===== src/hw/rtl/sdrt_pkg.sv =====
// Shared constants and operation codes for the surface dirty region tracker.
package sdrt_pkg;

    // Default sizes
    localparam int TARGET_SLOTS_DEF = 8;
    localparam int MARK_SLOTS_DEF   = 16;
    localparam int COORD_BITS_DEF   = 16;

    // Fixed field widths
    localparam int HANDLE_W = 32;
    localparam int KIND_W   = 3;
    localparam int REGION_W = 2;

    // Operation codes carried in the kind field
    localparam logic [KIND_W-1:0] KIND_REGISTER = 3'd0;
    localparam logic [KIND_W-1:0] KIND_MARK     = 3'd1;
    localparam logic [KIND_W-1:0] KIND_QUERY    = 3'd2;
    localparam logic [KIND_W-1:0] KIND_CONSUME  = 3'd3;
    localparam logic [KIND_W-1:0] KIND_CLEAR    = 3'd4;
    localparam logic [KIND_W-1:0] KIND_REQUEUE  = 3'd5;
    localparam logic [KIND_W-1:0] KIND_RESET    = 3'd6;

    // Consume answers
    localparam logic [REGION_W-1:0] REGION_NONE    = 2'd0;
    localparam logic [REGION_W-1:0] REGION_PARTIAL = 2'd1;
    localparam logic [REGION_W-1:0] REGION_WHOLE   = 2'd2;

endpackage


===== src/hw/rtl/sdrt_cmp.sv =====
// Shared identity compare unit used by both the target scan and the mark scan.
module sdrt_cmp (
    input  logic                          target_mode,
    input  logic [sdrt_pkg::HANDLE_W-1:0] item_handle,
    input  logic [sdrt_pkg::HANDLE_W-1:0] item_key,
    input  logic [sdrt_pkg::HANDLE_W-1:0] entry_handle,
    input  logic [sdrt_pkg::HANDLE_W-1:0] entry_key,
    output logic                          hit
);
    import sdrt_pkg::*;

    logic handle_eq;
    logic key_eq;
    logic key_nz;

    // Compare identities
    assign handle_eq = (item_handle == entry_handle);
    assign key_eq    = (item_key == entry_key);
    assign key_nz    = (item_key != '0);

    // Targets match on handle or on a known key; marks match on key alone
    assign hit = target_mode ? (handle_eq || (key_nz && key_eq)) : key_eq;

endmodule


===== src/hw/rtl/sdrt_rect_merge.sv =====
// Rectangle emptiness check and bounding-box union for one mark update.
module sdrt_rect_merge #(
    parameter int COORD_BITS = sdrt_pkg::COORD_BITS_DEF
) (
    input  logic signed [COORD_BITS-1:0] w_left,
    input  logic signed [COORD_BITS-1:0] w_top,
    input  logic signed [COORD_BITS-1:0] w_right,
    input  logic signed [COORD_BITS-1:0] w_bottom,
    input  logic                         m_valid,
    input  logic signed [COORD_BITS-1:0] m_left,
    input  logic signed [COORD_BITS-1:0] m_top,
    input  logic signed [COORD_BITS-1:0] m_right,
    input  logic signed [COORD_BITS-1:0] m_bottom,
    output logic                         w_empty,
    output logic signed [COORD_BITS-1:0] n_left,
    output logic signed [COORD_BITS-1:0] n_top,
    output logic signed [COORD_BITS-1:0] n_right,
    output logic signed [COORD_BITS-1:0] n_bottom
);

    // Flag an empty written rectangle
    assign w_empty = (w_right <= w_left) || (w_bottom <= w_top);

    // Grow the stored box; an empty stored box takes the write as is
    assign n_left   = (!m_valid || (w_left < m_left))     ? w_left   : m_left;
    assign n_top    = (!m_valid || (w_top < m_top))       ? w_top    : m_top;
    assign n_right  = (!m_valid || (w_right > m_right))   ? w_right  : m_right;
    assign n_bottom = (!m_valid || (w_bottom > m_bottom)) ? w_bottom : m_bottom;

endmodule


===== src/hw/rtl/surface_dirty_region_tracker.sv =====
// Top level of the surface dirty region tracker: sequencer, slot storage, result register.
// Each beat on the input channel is one operation chosen by kind. The block takes a beat
// only while idle, then walks its slots through a single shared compare unit, one slot per
// cycle: register and mark write visit all TARGET_SLOTS target entries, and mark write,
// query, consume, clear and requeue visit all MARK_SLOTS marks. An apply state then
// applies the operation and loads the result register, and the block returns to idle to
// take the next beat; reset and the unused kind go straight to the apply state. The result
// register decouples the channels, so a new beat is taken while the previous result waits;
// the apply cycle holds only while that result is still unread.
// Reset state is held in per-slot flags, so no clearing pass is needed after reset.
module surface_dirty_region_tracker #(
    parameter int TARGET_SLOTS = sdrt_pkg::TARGET_SLOTS_DEF,
    parameter int MARK_SLOTS   = sdrt_pkg::MARK_SLOTS_DEF,
    parameter int COORD_BITS   = sdrt_pkg::COORD_BITS_DEF
) (
    input  logic                          aclk,
    input  logic                          aresetn,
    input  logic                          s_valid,
    output logic                          s_ready,
    input  logic [sdrt_pkg::KIND_W-1:0]   s_kind,
    input  logic [sdrt_pkg::HANDLE_W-1:0] s_surface_handle,
    input  logic [sdrt_pkg::HANDLE_W-1:0] s_surface_key,
    input  logic                          s_capture_busy,
    input  logic                          s_rect_exact,
    input  logic signed [COORD_BITS-1:0]  s_wr_left,
    input  logic signed [COORD_BITS-1:0]  s_wr_top,
    input  logic signed [COORD_BITS-1:0]  s_wr_right,
    input  logic signed [COORD_BITS-1:0]  s_wr_bottom,
    output logic                          m_valid,
    input  logic                          m_ready,
    output logic [sdrt_pkg::REGION_W-1:0] m_region,
    output logic signed [COORD_BITS-1:0]  m_out_left,
    output logic signed [COORD_BITS-1:0]  m_out_top,
    output logic signed [COORD_BITS-1:0]  m_out_right,
    output logic signed [COORD_BITS-1:0]  m_out_bottom,
    output logic                          m_pending
);
    import sdrt_pkg::*;

    localparam int TIDX_W   = (TARGET_SLOTS > 1) ? $clog2(TARGET_SLOTS) : 1;
    localparam int MIDX_W   = (MARK_SLOTS > 1) ? $clog2(MARK_SLOTS) : 1;
    localparam int TCNT_W   = $clog2(TARGET_SLOTS + 1);
    localparam int SCAN_MAX = (TARGET_SLOTS > MARK_SLOTS) ? TARGET_SLOTS : MARK_SLOTS;
    localparam int SCAN_W   = (SCAN_MAX > 1) ? $clog2(SCAN_MAX) : 1;

    localparam logic [1:0] ST_IDLE  = 2'd0;
    localparam logic [1:0] ST_TSCAN = 2'd1;
    localparam logic [1:0] ST_MSCAN = 2'd2;
    localparam logic [1:0] ST_EXEC  = 2'd3;

    // Sequencer
    logic [1:0]        state_reg, state_next;
    logic [SCAN_W-1:0] scan_reg, scan_next;

    // Latched beat
    logic [KIND_W-1:0]          kind_reg;
    logic [HANDLE_W-1:0]        handle_reg;
    logic [HANDLE_W-1:0]        key_reg;
    logic                       busy_reg;
    logic                       exact_reg;
    logic signed [COORD_BITS-1:0] wl_reg, wt_reg, wr_reg, wb_reg;

    // Scan results
    logic              thit_reg;
    logic              mhit_reg;
    logic              mfree_reg;
    logic [MIDX_W-1:0] midx_reg;
    logic [MIDX_W-1:0] fidx_reg;

    // Tracker state
    logic [TCNT_W-1:0]   tcount_reg;
    logic                track_reg;
    logic                ovf_reg;
    logic [HANDLE_W-1:0] target_handle_mem [TARGET_SLOTS];
    logic [HANDLE_W-1:0] target_key_mem    [TARGET_SLOTS];
    logic [HANDLE_W-1:0] mark_key_mem      [MARK_SLOTS];
    logic signed [COORD_BITS-1:0] mark_l_mem [MARK_SLOTS];
    logic signed [COORD_BITS-1:0] mark_t_mem [MARK_SLOTS];
    logic signed [COORD_BITS-1:0] mark_r_mem [MARK_SLOTS];
    logic signed [COORD_BITS-1:0] mark_b_mem [MARK_SLOTS];
    logic [MARK_SLOTS-1:0] mark_whole_reg;
    logic [MARK_SLOTS-1:0] mark_rv_reg;

    // Result register
    logic                  m_valid_reg;
    logic [REGION_W-1:0]   m_region_reg;
    logic signed [COORD_BITS-1:0] m_l_reg, m_t_reg, m_r_reg, m_b_reg;
    logic                  m_pending_reg;

    logic              accept;
    logic              out_free;
    logic              exec_fire;
    logic [TIDX_W-1:0] tidx;
    logic [MIDX_W-1:0] midx_s;
    logic [HANDLE_W-1:0] entry_key;
    logic              cmp_hit;
    logic              t_live;
    logic              m_used_s;
    logic              scan_last;
    logic              handle_nz;
    logic [MIDX_W-1:0] slot;
    logic              slot_ok;
    logic              mw_go;
    logic              rq_go;
    logic              take_go;
    logic              reg_go;
    logic              t_full;
    logic              w_empty;
    logic signed [COORD_BITS-1:0] n_l, n_t, n_r, n_b;
    logic [REGION_W-1:0] res_region;
    logic signed [COORD_BITS-1:0] res_l, res_t, res_r, res_b;
    logic                res_pending;

    assign s_ready   = (state_reg == ST_IDLE);
    assign accept    = s_valid && s_ready;
    assign out_free  = !m_valid_reg || m_ready;
    assign exec_fire = (state_reg == ST_EXEC) && out_free;

    // Select the slot under scan
    assign tidx     = scan_reg[TIDX_W-1:0];
    assign midx_s   = scan_reg[MIDX_W-1:0];
    assign entry_key = (state_reg == ST_TSCAN) ? target_key_mem[tidx] : mark_key_mem[midx_s];
    assign t_live   = (32'(scan_reg) < 32'(tcount_reg));
    assign m_used_s = mark_whole_reg[midx_s] | mark_rv_reg[midx_s];
    assign scan_last = (state_reg == ST_TSCAN) ? (scan_reg == SCAN_W'(TARGET_SLOTS - 1))
                                               : (scan_reg == SCAN_W'(MARK_SLOTS - 1));

    sdrt_cmp u_cmp (
        .target_mode  (state_reg == ST_TSCAN),
        .item_handle  (handle_reg),
        .item_key     (key_reg),
        .entry_handle (target_handle_mem[tidx]),
        .entry_key    (entry_key),
        .hit          (cmp_hit)
    );

    // Decide the operation's effect
    assign handle_nz = (handle_reg != '0);
    assign slot      = mhit_reg ? midx_reg : fidx_reg;
    assign slot_ok   = mhit_reg || mfree_reg;
    assign mw_go     = (kind_reg == KIND_MARK) && handle_nz && !busy_reg &&
                       (track_reg || thit_reg);
    assign rq_go     = (kind_reg == KIND_REQUEUE) && handle_nz;
    assign take_go   = mw_go || rq_go;
    assign reg_go    = (kind_reg == KIND_REGISTER) && handle_nz && !track_reg && !thit_reg;
    assign t_full    = (32'(tcount_reg) >= TARGET_SLOTS);

    sdrt_rect_merge #(
        .COORD_BITS (COORD_BITS)
    ) u_merge (
        .w_left   (wl_reg),
        .w_top    (wt_reg),
        .w_right  (wr_reg),
        .w_bottom (wb_reg),
        .m_valid  (mark_rv_reg[slot]),
        .m_left   (mark_l_mem[slot]),
        .m_top    (mark_t_mem[slot]),
        .m_right  (mark_r_mem[slot]),
        .m_bottom (mark_b_mem[slot]),
        .w_empty  (w_empty),
        .n_left   (n_l),
        .n_top    (n_t),
        .n_right  (n_r),
        .n_bottom (n_b)
    );

    // Build the result beat
    always_comb begin
        res_region  = REGION_NONE;
        res_l       = '0;
        res_t       = '0;
        res_r       = '0;
        res_b       = '0;
        res_pending = 1'b0;
        case (kind_reg)
            KIND_QUERY: begin
                res_pending = handle_nz && (ovf_reg || mhit_reg);
            end
            KIND_CONSUME: begin
                if (!handle_nz || ovf_reg) begin
                    res_region = REGION_WHOLE;
                end else if (mhit_reg) begin
                    res_region = mark_whole_reg[slot] ? REGION_WHOLE :
                                 (mark_rv_reg[slot] ? REGION_PARTIAL : REGION_NONE);
                    if (mark_rv_reg[slot]) begin
                        res_l = mark_l_mem[slot];
                        res_t = mark_t_mem[slot];
                        res_r = mark_r_mem[slot];
                        res_b = mark_b_mem[slot];
                    end
                end
            end
            default: begin
            end
        endcase
    end

    // Advance the sequencer
    always_comb begin
        state_next = state_reg;
        scan_next  = scan_reg;
        case (state_reg)
            ST_IDLE: begin
                if (s_valid) begin
                    scan_next = '0;
                    if (s_kind == KIND_REGISTER || s_kind == KIND_MARK) begin
                        state_next = ST_TSCAN;
                    end else if (s_kind == KIND_QUERY || s_kind == KIND_CONSUME ||
                                 s_kind == KIND_CLEAR || s_kind == KIND_REQUEUE) begin
                        state_next = ST_MSCAN;
                    end else begin
                        state_next = ST_EXEC;
                    end
                end
            end
            ST_TSCAN: begin
                if (scan_last) begin
                    scan_next  = '0;
                    state_next = (kind_reg == KIND_MARK) ? ST_MSCAN : ST_EXEC;
                end else begin
                    scan_next = scan_reg + SCAN_W'(1);
                end
            end
            ST_MSCAN: begin
                if (scan_last) begin
                    scan_next  = '0;
                    state_next = ST_EXEC;
                end else begin
                    scan_next = scan_reg + SCAN_W'(1);
                end
            end
            ST_EXEC: begin
                if (out_free) begin
                    state_next = ST_IDLE;
                end
            end
            default: begin
                state_next = ST_IDLE;
            end
        endcase
    end

    // Update control state and slot flags
    always_ff @(posedge aclk) begin
        if (!aresetn) begin
            state_reg      <= ST_IDLE;
            scan_reg       <= '0;
            thit_reg       <= 1'b0;
            mhit_reg       <= 1'b0;
            mfree_reg      <= 1'b0;
            tcount_reg     <= '0;
            track_reg      <= 1'b0;
            ovf_reg        <= 1'b0;
            mark_whole_reg <= '0;
            mark_rv_reg    <= '0;
            m_valid_reg    <= 1'b0;
        end else begin
            state_reg <= state_next;
            scan_reg  <= scan_next;
            // Load a new result beat, else drop the one taken by the receiver
            if (exec_fire) begin
                m_valid_reg <= 1'b1;
            end else if (m_valid_reg && m_ready) begin
                m_valid_reg <= 1'b0;
            end
            if (accept) begin
                thit_reg  <= 1'b0;
                mhit_reg  <= 1'b0;
                mfree_reg <= 1'b0;
            end
            if (state_reg == ST_TSCAN && t_live && cmp_hit) begin
                thit_reg <= 1'b1;
            end
            if (state_reg == ST_MSCAN) begin
                if (m_used_s && cmp_hit) begin
                    mhit_reg <= 1'b1;
                end
                if (!m_used_s) begin
                    mfree_reg <= 1'b1;
                end
            end
            if (exec_fire) begin
                case (kind_reg)
                    KIND_REGISTER: begin
                        if (reg_go) begin
                            if (t_full) begin
                                track_reg <= 1'b1;
                            end else begin
                                tcount_reg <= tcount_reg + TCNT_W'(1);
                            end
                        end
                    end
                    KIND_MARK, KIND_REQUEUE: begin
                        if (take_go) begin
                            if (!slot_ok) begin
                                ovf_reg <= 1'b1;
                            end else if (rq_go || !exact_reg) begin
                                mark_whole_reg[slot] <= 1'b1;
                            end else if (!w_empty) begin
                                mark_rv_reg[slot] <= 1'b1;
                            end
                        end
                    end
                    KIND_CONSUME: begin
                        if (handle_nz && !ovf_reg && mhit_reg) begin
                            mark_whole_reg[slot] <= 1'b0;
                            mark_rv_reg[slot]    <= 1'b0;
                        end
                    end
                    KIND_CLEAR: begin
                        if (handle_nz && mhit_reg) begin
                            mark_whole_reg[slot] <= 1'b0;
                            mark_rv_reg[slot]    <= 1'b0;
                        end
                    end
                    KIND_RESET: begin
                        tcount_reg     <= '0;
                        track_reg      <= 1'b0;
                        ovf_reg        <= 1'b0;
                        mark_whole_reg <= '0;
                        mark_rv_reg    <= '0;
                    end
                    default: begin
                    end
                endcase
            end
        end
    end

    // Hold the beat, slot contents and result payload
    always_ff @(posedge aclk) begin
        if (accept) begin
            kind_reg   <= s_kind;
            handle_reg <= s_surface_handle;
            key_reg    <= s_surface_key;
            busy_reg   <= s_capture_busy;
            exact_reg  <= s_rect_exact;
            wl_reg     <= s_wr_left;
            wt_reg     <= s_wr_top;
            wr_reg     <= s_wr_right;
            wb_reg     <= s_wr_bottom;
        end
        if (state_reg == ST_MSCAN) begin
            if (m_used_s && cmp_hit && !mhit_reg) begin
                midx_reg <= midx_s;
            end
            if (!m_used_s && !mfree_reg) begin
                fidx_reg <= midx_s;
            end
        end
        if (exec_fire) begin
            if (reg_go && !t_full) begin
                target_handle_mem[tcount_reg[TIDX_W-1:0]] <= handle_reg;
                target_key_mem[tcount_reg[TIDX_W-1:0]]    <= key_reg;
            end
            if (take_go && slot_ok) begin
                mark_key_mem[slot] <= key_reg;
                if (mw_go && exact_reg && !w_empty) begin
                    mark_l_mem[slot] <= n_l;
                    mark_t_mem[slot] <= n_t;
                    mark_r_mem[slot] <= n_r;
                    mark_b_mem[slot] <= n_b;
                end
            end
            m_region_reg  <= res_region;
            m_l_reg       <= res_l;
            m_t_reg       <= res_t;
            m_r_reg       <= res_r;
            m_b_reg       <= res_b;
            m_pending_reg <= res_pending;
        end
    end

    assign m_valid      = m_valid_reg;
    assign m_region     = m_region_reg;
    assign m_out_left   = m_l_reg;
    assign m_out_top    = m_t_reg;
    assign m_out_right  = m_r_reg;
    assign m_out_bottom = m_b_reg;
    assign m_pending    = m_pending_reg;

    // Target count stays within the list
    a_tcount_range: assert property (@(posedge aclk) disable iff (!aresetn)
        32'(tcount_reg) <= TARGET_SLOTS)
        else $error("target count beyond list size");

    // Tracking every surface only after the list filled
    a_track_full: assert property (@(posedge aclk) disable iff (!aresetn)
        track_reg |-> (32'(tcount_reg) == TARGET_SLOTS))
        else $error("track-every set with target list not full");

    // A reset operation clears all tracker state
    a_reset_op: assert property (@(posedge aclk) disable iff (!aresetn)
        (exec_fire && kind_reg == KIND_RESET) |=>
        (tcount_reg == '0 && !ovf_reg && !track_reg && mark_whole_reg == '0 &&
         mark_rv_reg == '0))
        else $error("reset operation left state behind");

    // A needed mark with no free slot raises overflow
    a_overflow: assert property (@(posedge aclk) disable iff (!aresetn)
        (exec_fire && take_go && !slot_ok) |=> ovf_reg)
        else $error("missed overflow on full mark table");

    // A query answer carries no consume answer
    a_one_answer: assert property (@(posedge aclk) disable iff (!aresetn)
        (m_valid_reg && m_pending_reg) |-> (m_region_reg == REGION_NONE))
        else $error("query result carries a region");

endmodule

===== config.mk =====
export PLATFORM = sky130hd
export DESIGN_NAME = surface_dirty_region_tracker
export DESIGN_NICKNAME = d
export VERILOG_FILES = /design/src/hw/rtl/sdrt_pkg.sv /design/src/hw/rtl/sdrt_cmp.sv /design/src/hw/rtl/sdrt_rect_merge.sv /design/src/hw/rtl/surface_dirty_region_tracker.sv
export SDC_FILE = /design/constraint.sdc
export NUM_CORES = 2
export LEC_CHECK = 0
export ABC_CLOCK_PERIOD_IN_PS = 13900
export BUFFER_PORTS_ARGS = -buffer_cell sky130_fd_sc_hd__buf_4
export CORE_MARGIN = 5
export CORE_UTILIZATION = 65
export DETAILED_ROUTE_END_ITERATION = 6
export PLACE_DENSITY_LB_ADDON = 0.1
export RECOVER_POWER = 25
export SYNTH_ARGS = -nofsm -noshare
export SYNTH_HDL_FRONTEND = slang
export SYNTH_HIERARCHICAL = 1
export SYNTH_SLANG_ARGS = --single-unit

===== constraint.sdc =====
create_clock -name aclk -period 13.9 [get_ports aclk]
set_input_delay 1.39 -clock aclk [delete_from_list [all_inputs] [get_ports aclk]]
set_output_delay 1.39 -clock aclk [all_outputs]
set_load 0.005 [all_outputs]

== Word-level counts from Yosys, hierarchy flattened ==
Memories as Yosys holds them, arrays and structs flattened. A register that Yosys moved wholly into a read port is not among the register bits.
Index checks and enable logic that the tools add are counted.

* Flip-flop bits (word level): 256
* RAM bits: 2048
* Output and inout bits: 69
* Word-level logic and storage cells: 251
* Memories: 7

* Add/sub/neg operators: 2
* Magnitude comparators: 11
* Equality and inequality tests: 33
* Mux-type cells: 81
* Bitwise gates (word level): 9
* Reduce and logical (&&, ||, !) cells: 79

{| class="wikitable"
|+ Memory list
! name !! words !! width !! read ports !! clocked after memory_dff !! write ports !! RTL line !! RTL
|-
| mark_key_mem || 16 || 32 || 1 || 1 || 1 || surface_dirty_region_tracker.sv:76 || <nowiki>logic [HANDLE_W-1:0] mark_key_mem [MARK_SLOTS];</nowiki>
|-
| mark_b_mem || 16 || 16 || 1 || 0 || 1 || surface_dirty_region_tracker.sv:80 || <nowiki>logic signed [COORD_BITS-1:0] mark_b_mem [MARK_SLOTS];</nowiki>
|-
| mark_l_mem || 16 || 16 || 1 || 0 || 1 || surface_dirty_region_tracker.sv:77 || <nowiki>logic signed [COORD_BITS-1:0] mark_l_mem [MARK_SLOTS];</nowiki>
|-
| mark_r_mem || 16 || 16 || 1 || 0 || 1 || surface_dirty_region_tracker.sv:79 || <nowiki>logic signed [COORD_BITS-1:0] mark_r_mem [MARK_SLOTS];</nowiki>
|-
| mark_t_mem || 16 || 16 || 1 || 0 || 1 || surface_dirty_region_tracker.sv:78 || <nowiki>logic signed [COORD_BITS-1:0] mark_t_mem [MARK_SLOTS];</nowiki>
|-
| target_handle_mem || 8 || 32 || 1 || 1 || 1 || surface_dirty_region_tracker.sv:74 || <nowiki>logic [HANDLE_W-1:0] target_handle_mem [TARGET_SLOTS];</nowiki>
|-
| 1 more memories || - || - || - || - || - || - ||
|}

{| class="wikitable"
|+ Operators with widths
! cell !! number
|-
| 16-bit two-way mux || 15
|-
| 16-bit one-hot mux with 4 select lines || 2
|-
| 32-bit equality test || 2
|-
| 32-bit nonzero test || 2
|-
| 1-bit two-way mux || 34
|-
| 16-bit bitwise AND || 2
|-
| 16-bit greater-than comparator || 2
|-
| 16-bit less-or-equal comparator || 2
|-
| 16-bit less-than comparator || 2
|-
| 32-bit two-way mux || 1
|-
| 16-bit OR || 2
|-
| 2-bit inequality test (second input constant) || 15
|-
| 4-bit two-way mux || 7
|-
| 1-bit logical AND || 25
|-
| 1-bit logical OR || 17
|-
| 1-bit binary-select mux with 4-bit select || 4
|-
| 2-bit two-way mux || 8
|-
| 16-bit inverter || 1
|-
| 4-bit one-hot mux with 2 select lines || 2
|-
| 4-bit AND reduction || 4
|-
| 3-bit equality test (second input constant) || 5
|-
| 1-bit zero test || 13
|-
| 3-bit by 2-bit equality test with 1-bit output (second input constant) || 4
|-
| 3-bit two-way mux || 4
|-
| 24 further kinds || 40
|}

== Logic depth before layout (Yosys ltp) ==
* Depth in word-level cells: 11
* Mapped depth: 19

== By module ==
Netlist, hierarchy kept.

{| class="wikitable"
|+ By module, submodules not included
! module !! times used !! cells each !! area each (um^2) !! seq. area each (um^2)
|-
| surface_dirty_region_tracker || 1 || 4016 || 87576.5 || 68786.0
|-
| sdrt_rect_merge || 1 || 405 || 3400.8 || 0.0
|-
| sdrt_cmp || 1 || 99 || 782.0 || 0.0
|}

== Worst setup path before layout ==
OpenSTA, ideal clock, no wires.

* Path kind: in2reg
* Start: input port m_ready
* End: memory target_handle_mem[0][0] (enable)
* Setup time: 0.565 ns
* Arrival time: 8.445 ns
* Data required time: 13.335 ns
* Slack: 4.890 ns
* Cell stages on the path: 6
* Path buffers: 0
* Cell sequence: nor2b_1 nor2b_2 nand3_1 nor3_1 nand3_1 nor3_1

* Cells in the longest elaborated chain, start to end: 4

{| class="wikitable"
|+ RTL lines
! what !! RTL line !! RTL
|-
| start, declared || surface_dirty_region_tracker.sv:30 || <nowiki>input logic m_ready,</nowiki>
|-
| 1-bit logical OR || surface_dirty_region_tracker.sv:116 || <nowiki>assign out_free = !m_valid_reg || m_ready;</nowiki>
|-
| 1-bit logical AND || surface_dirty_region_tracker.sv:117 || <nowiki>assign exec_fire = (state_reg == ST_EXEC) && out_free;</nowiki>
|-
| net exec_fire || surface_dirty_region_tracker.sv:92 || <nowiki>logic exec_fire;</nowiki>
|-
| 1-bit two-way mux || surface_dirty_region_tracker.sv:351 || <nowiki>if (exec_fire) begin</nowiki>
|-
| 1-bit two-way mux (implied by the code) || surface_dirty_region_tracker.sv:353 || <nowiki>target_handle_mem[tcount_reg[TIDX_W-1:0]] <= handle_reg;</nowiki>
|-
| end, declared || surface_dirty_region_tracker.sv:74 ||
|}

The timed path passes the listed nets, and every way through them passes these cells.

== Worst setup path after layout ==
* Start: register mhit_reg
* End: memory mark_l_mem[0][12] (netlist bit) (data pin)

* Cells in the longest elaborated chain, start to end: 6
* Elaborated cells between the ends (all ways): 8

{| class="wikitable"
|+ RTL lines
! what !! RTL line !! RTL
|-
| start, declared || surface_dirty_region_tracker.sv:65 || <nowiki>logic mhit_reg;</nowiki>
|-
| start signal, assigned || surface_dirty_region_tracker.sv:249 || <nowiki>mhit_reg <= 1'b0;</nowiki>
|-
| start signal, assigned || surface_dirty_region_tracker.sv:268 || <nowiki>mhit_reg <= 1'b0;</nowiki>
|-
| start signal, assigned || surface_dirty_region_tracker.sv:276 || <nowiki>mhit_reg <= 1'b1;</nowiki>
|-
| 4-bit two-way mux * || surface_dirty_region_tracker.sv:139 || <nowiki>assign slot = mhit_reg ? midx_reg : fidx_reg;</nowiki>
|-
| parallel branches: the longest is 4 deep, another holds memory 16 x 16 bit || - ||
|-
| 16-bit two-way mux * || sdrt_rect_merge.sv:25 || <nowiki>assign n_left = (!m_valid || (w_left < m_left)) ? w_left : m_left;</nowiki>
|-
| net n_l[12] || surface_dirty_region_tracker.sv:109 || <nowiki>logic signed [COORD_BITS-1:0] n_l, n_t, n_r, n_b;</nowiki>
|-
| end, declared || surface_dirty_region_tracker.sv:77 ||
|}

Mark *: on every way through the listed nets, which the timed path passes. The select of a mux whose other input is x is not followed.

==> metrics <==
result of the run=completed; peak fanout along the critical path=73; # H-tree levels=4; total power=17.00 mW; post-synthesis net count=4,761; root buffer cell=sky130_fd_sc_hd__clkbuf_16; largest buffer count on any clock path=3; count of hold buffers inserted by post-cts repair=0; worst clock skew=0.02458 ns; Setup Buffers After CTS=0; Initial Util=65.60%; largest vdd supply drop=158.8 uV; initial detailed-routing violation count=5,133; initial antenna violation count=2; Yosys warning total=6; via count of the routed design=45.94k; total length of routed wires=213.3 mm; clock insertion delay at the later pin of the skew report=0.84 ns; most heavily used metal layer in global routing=met2; met1 Use GR=41.56%; Yosys reg bits=2,308; detailed-route vias per instance=6.668; ratio of final minimum period to clock period=55.52%; number of flops mapped to enable cells by yosys=2,256; Yosys top cell by area=sky130_fd_sc_hd__edfxtp_1; final weighted congestion in routability-driven placement=0.8006; crit path time final=7.717 ns; most common library cell in the layout ignoring fill and taps=sky130_fd_sc_hd__edfxtp_1; # diodes=0; Leakage=33.14 nW; antenna viol nets, final=0; Crit path required time=14.36 ns; max frequency=129.6 MHz; slack of the worst reg-to-reg path=6.18 ns; area of the core=139,900 um2; global-route met3 utilization=4.619%; slew at the pin closest to its max-slew limit=1.324 ns; total number of nets in the final design=5,064; leading post-synthesis cells by cell area=sky130_fd_sc_hd__edfxtp_1 74%, sky130_fd_sc_hd__mux4_2 14%, sky130_fd_sc_hd__ha_1 1.4%, sky130_fd_sc_hd__nand2_1 1.3%, sky130_fd_sc_hd__dfxtp_1 1.1%; pins over their slew limit=0; relative max-transition margin=11.73%; Largest Register=mark_key_mem; power density over cell area=165.8 nW/um2; Post-Route Hold Slack=0.4918 ns; area of the mapped netlist=91,760 um2; wire length of the first global-routing pass=311.5 mm; PostCTS Resize Cnt=0; fraction of post-synthesis cell area in the top cell type by area=73.83%; reg2reg path depth=15; type of element capturing the critical path=flop; met2 demand-to-capacity share in global routing=47.86%; max reg flops=512; DIE AREA=148,800 um2; fraction of layout cells with a size suffix above 1=25.33%; via count of the first global-routing pass=46.43k; DRC viols=0; Routed WL per cell=30.96 um; part of the Yosys area used for sequential elements=74.96%; Global Route Usage Sum=29.08%; dpl hpwl=109.7 mm; post-synthesis share of cell area spent on and, or, nand and nor gates=3.971%; Crit path arrival time=8.17 ns; RSZ-0062 raised after global routing=no; relative area change from synthesis to final layout=11.77%; fraction of synthesized cell area in xor and xnor cells=0.6300%; largest net degree at the start of global routing=145; # Max-Cap Violations=0; port bufs=205; Pre-antenna DRT Iters=6; proportion of synthesized area in mux cells=15.46%; prevailing post-synth register cell=sky130_fd_sc_hd__edfxtp_1; proportion of synthesized flip-flops having asynchronous set or reset=0%; clock sink count=2,308; library cells used by synthesis=73; count of endpoints failing setup in the final report=0; Die Height=385.7 um; Cells after Synth=4,520; # rows=137; clock-pin transition on the worst setup and hold timing paths=0.06 ns; fraction of the mapped netlist area in compound gates=1.842%; Setup CP Type=reg -> reg; commonest cells after routing, fill and taps aside=2,256 x sky130_fd_sc_hd__edfxtp_1, 554 x sky130_fd_sc_hd__mux4_2, 306 x sky130_fd_sc_hd__nand2_1, 224 x sky130_fd_sc_hd__clkbuf_16, 150 x sky130_fd_sc_hd__buf_4; combinational family with the most area after synthesis=multiplexers; residual overflow from global routing=0; startpoint class of the critical path=flop; I/O pins=206; final number of hold-violating endpoints=0; average footprint of a synthesized cell=20.30 um2; Total Negative Setup Slacks=0 ns; TritonCTS clock tree=done; die extent in x=385.7 um; class of the tightest hold or removal check=reg -> reg; Hold Path Cell Cnt=2; number of buffers created by CTS=219; post-synthesis adder-cell area fraction=1.418%
-- report_power, final --
group	total, mW	internal, mW	switching [mW]	leakage, nW
Sequential	8.31	8.07	0.240	20.8
Combinational	2.89	1.22	1.67	8.89
Clock	5.81	3.30	2.51	3.43
-- layout make-up --
type / count / area [um2]
tap: 1876 / 2347
clock buffer: 277 / 5874
inverter: 107 / 409.1
clock inverter: 134 / 1157
multi-input combinational: 1882 / 21780
fill: 8075 / 37310
sequential: 2308 / 68800
timing repair buffer: 305 / 2195
-- synthesized netlist by cell type (12+ instances only) --
library cell	number
sky130_fd_sc_hd__edfxtp_1	2256
sky130_fd_sc_hd__nand4_1	36
sky130_fd_sc_hd__nor4_1	60
sky130_fd_sc_hd__buf_6	25
sky130_fd_sc_hd__nand2_1	306
sky130_fd_sc_hd__and2_1	67
sky130_fd_sc_hd__mux2_2	50
sky130_fd_sc_hd__ha_1	104
sky130_fd_sc_hd__nand3_1	13
sky130_fd_sc_hd__mux4_2	554
sky130_fd_sc_hd__a21o_1	14
sky130_fd_sc_hd__a211oi_1	17
sky130_fd_sc_hd__xor2_1	65
sky130_fd_sc_hd__clkbuf_1	117
sky130_fd_sc_hd__nor2_1	132
sky130_fd_sc_hd__a31oi_1	82
sky130_fd_sc_hd__nor3_1	24
sky130_fd_sc_hd__mux2_4	23
sky130_fd_sc_hd__o22ai_1	16
sky130_fd_sc_hd__buf_4	12
sky130_fd_sc_hd__buf_2	57
sky130_fd_sc_hd__a21oi_1	79
sky130_fd_sc_hd__o21ai_0	14
sky130_fd_sc_hd__and3_1	68
sky130_fd_sc_hd__mux2i_1	74
sky130_fd_sc_hd__dfxtp_1	52
sky130_fd_sc_hd__inv_1	105
-- per-stage QoR --
| step | area, um2 | setup WS, ns | cells | utilization (%) |
|---|---|---|---|---|
| floorplan | 91760 | 4.890 | 4520 | - |
| global placement | 95690 | 6.446 | 6478 | 68.41 |
| detailed placement | 95690 | 6.299 | 6478 | 68.41 |
| CTS | 102700 | 6.254 | 6889 | 73.44 |
| global route | 102600 | 5.765 | 6889 | 73.32 |
| finish | 102600 | 6.183 | 6889 | 73.32 |
-- per-layer routing --
layer  share of wire (%)  vias to the layer above
li1                    -                    19092
met1                  38                    24074
met2                  50                     2390
met3                 8.7                      379
met4                 3.0                        2
met5              0.0061                        -
-- worst max-delay path: stages (launching register included) --
cell and delay, ns:
sky130_fd_sc_hd__dfxtp_1 0.95, sky130_fd_sc_hd__mux2_8 0.77, sky130_fd_sc_hd__buf_4 0.92, sky130_fd_sc_hd__buf_4 0.80
sky130_fd_sc_hd__mux4_2 0.35, sky130_fd_sc_hd__nand2_1 0.05, sky130_fd_sc_hd__and3_1 0.21, sky130_fd_sc_hd__a31oi_1 0.17
sky130_fd_sc_hd__inv_1 0.08, sky130_fd_sc_hd__ha_1 0.28, sky130_fd_sc_hd__a21o_1 0.18, sky130_fd_sc_hd__nand3_2 0.10
sky130_fd_sc_hd__a2111oi_2 0.09, sky130_fd_sc_hd__a2111oi_4 0.36, sky130_fd_sc_hd__mux2i_4 0.87, sky130_fd_sc_hd__mux2i_1 1.02
-- logic make-up after synthesis --
family | after synthesis
AOI/OAI and AO/OA | 259
xor gates and xnor gates | 66
adders and majority gates | 104
buffers and inverters | 330
DFF | 2308
muxes | 704
and+or+nand+nor | 749
-- path summary, 6_finish.rpt --
check / start / to
worst max-delay path: mhit_reg$_SDFF_PN0_ / mark_l_mem[0][12]$_DFFE_PP_
worst min-delay path: mark_rv_reg[12]$_SDFFE_PN0P_ / mark_rv_reg[12]$_SDFFE_PN0P_
worst max register to register: mhit_reg$_SDFF_PN0_ / mark_l_mem[0][12]$_DFFE_PP_
worst min register to register: mark_rv_reg[12]$_SDFFE_PN0P_ / mark_rv_reg[12]$_SDFFE_PN0P_
(Power assumes the default switching activity.)
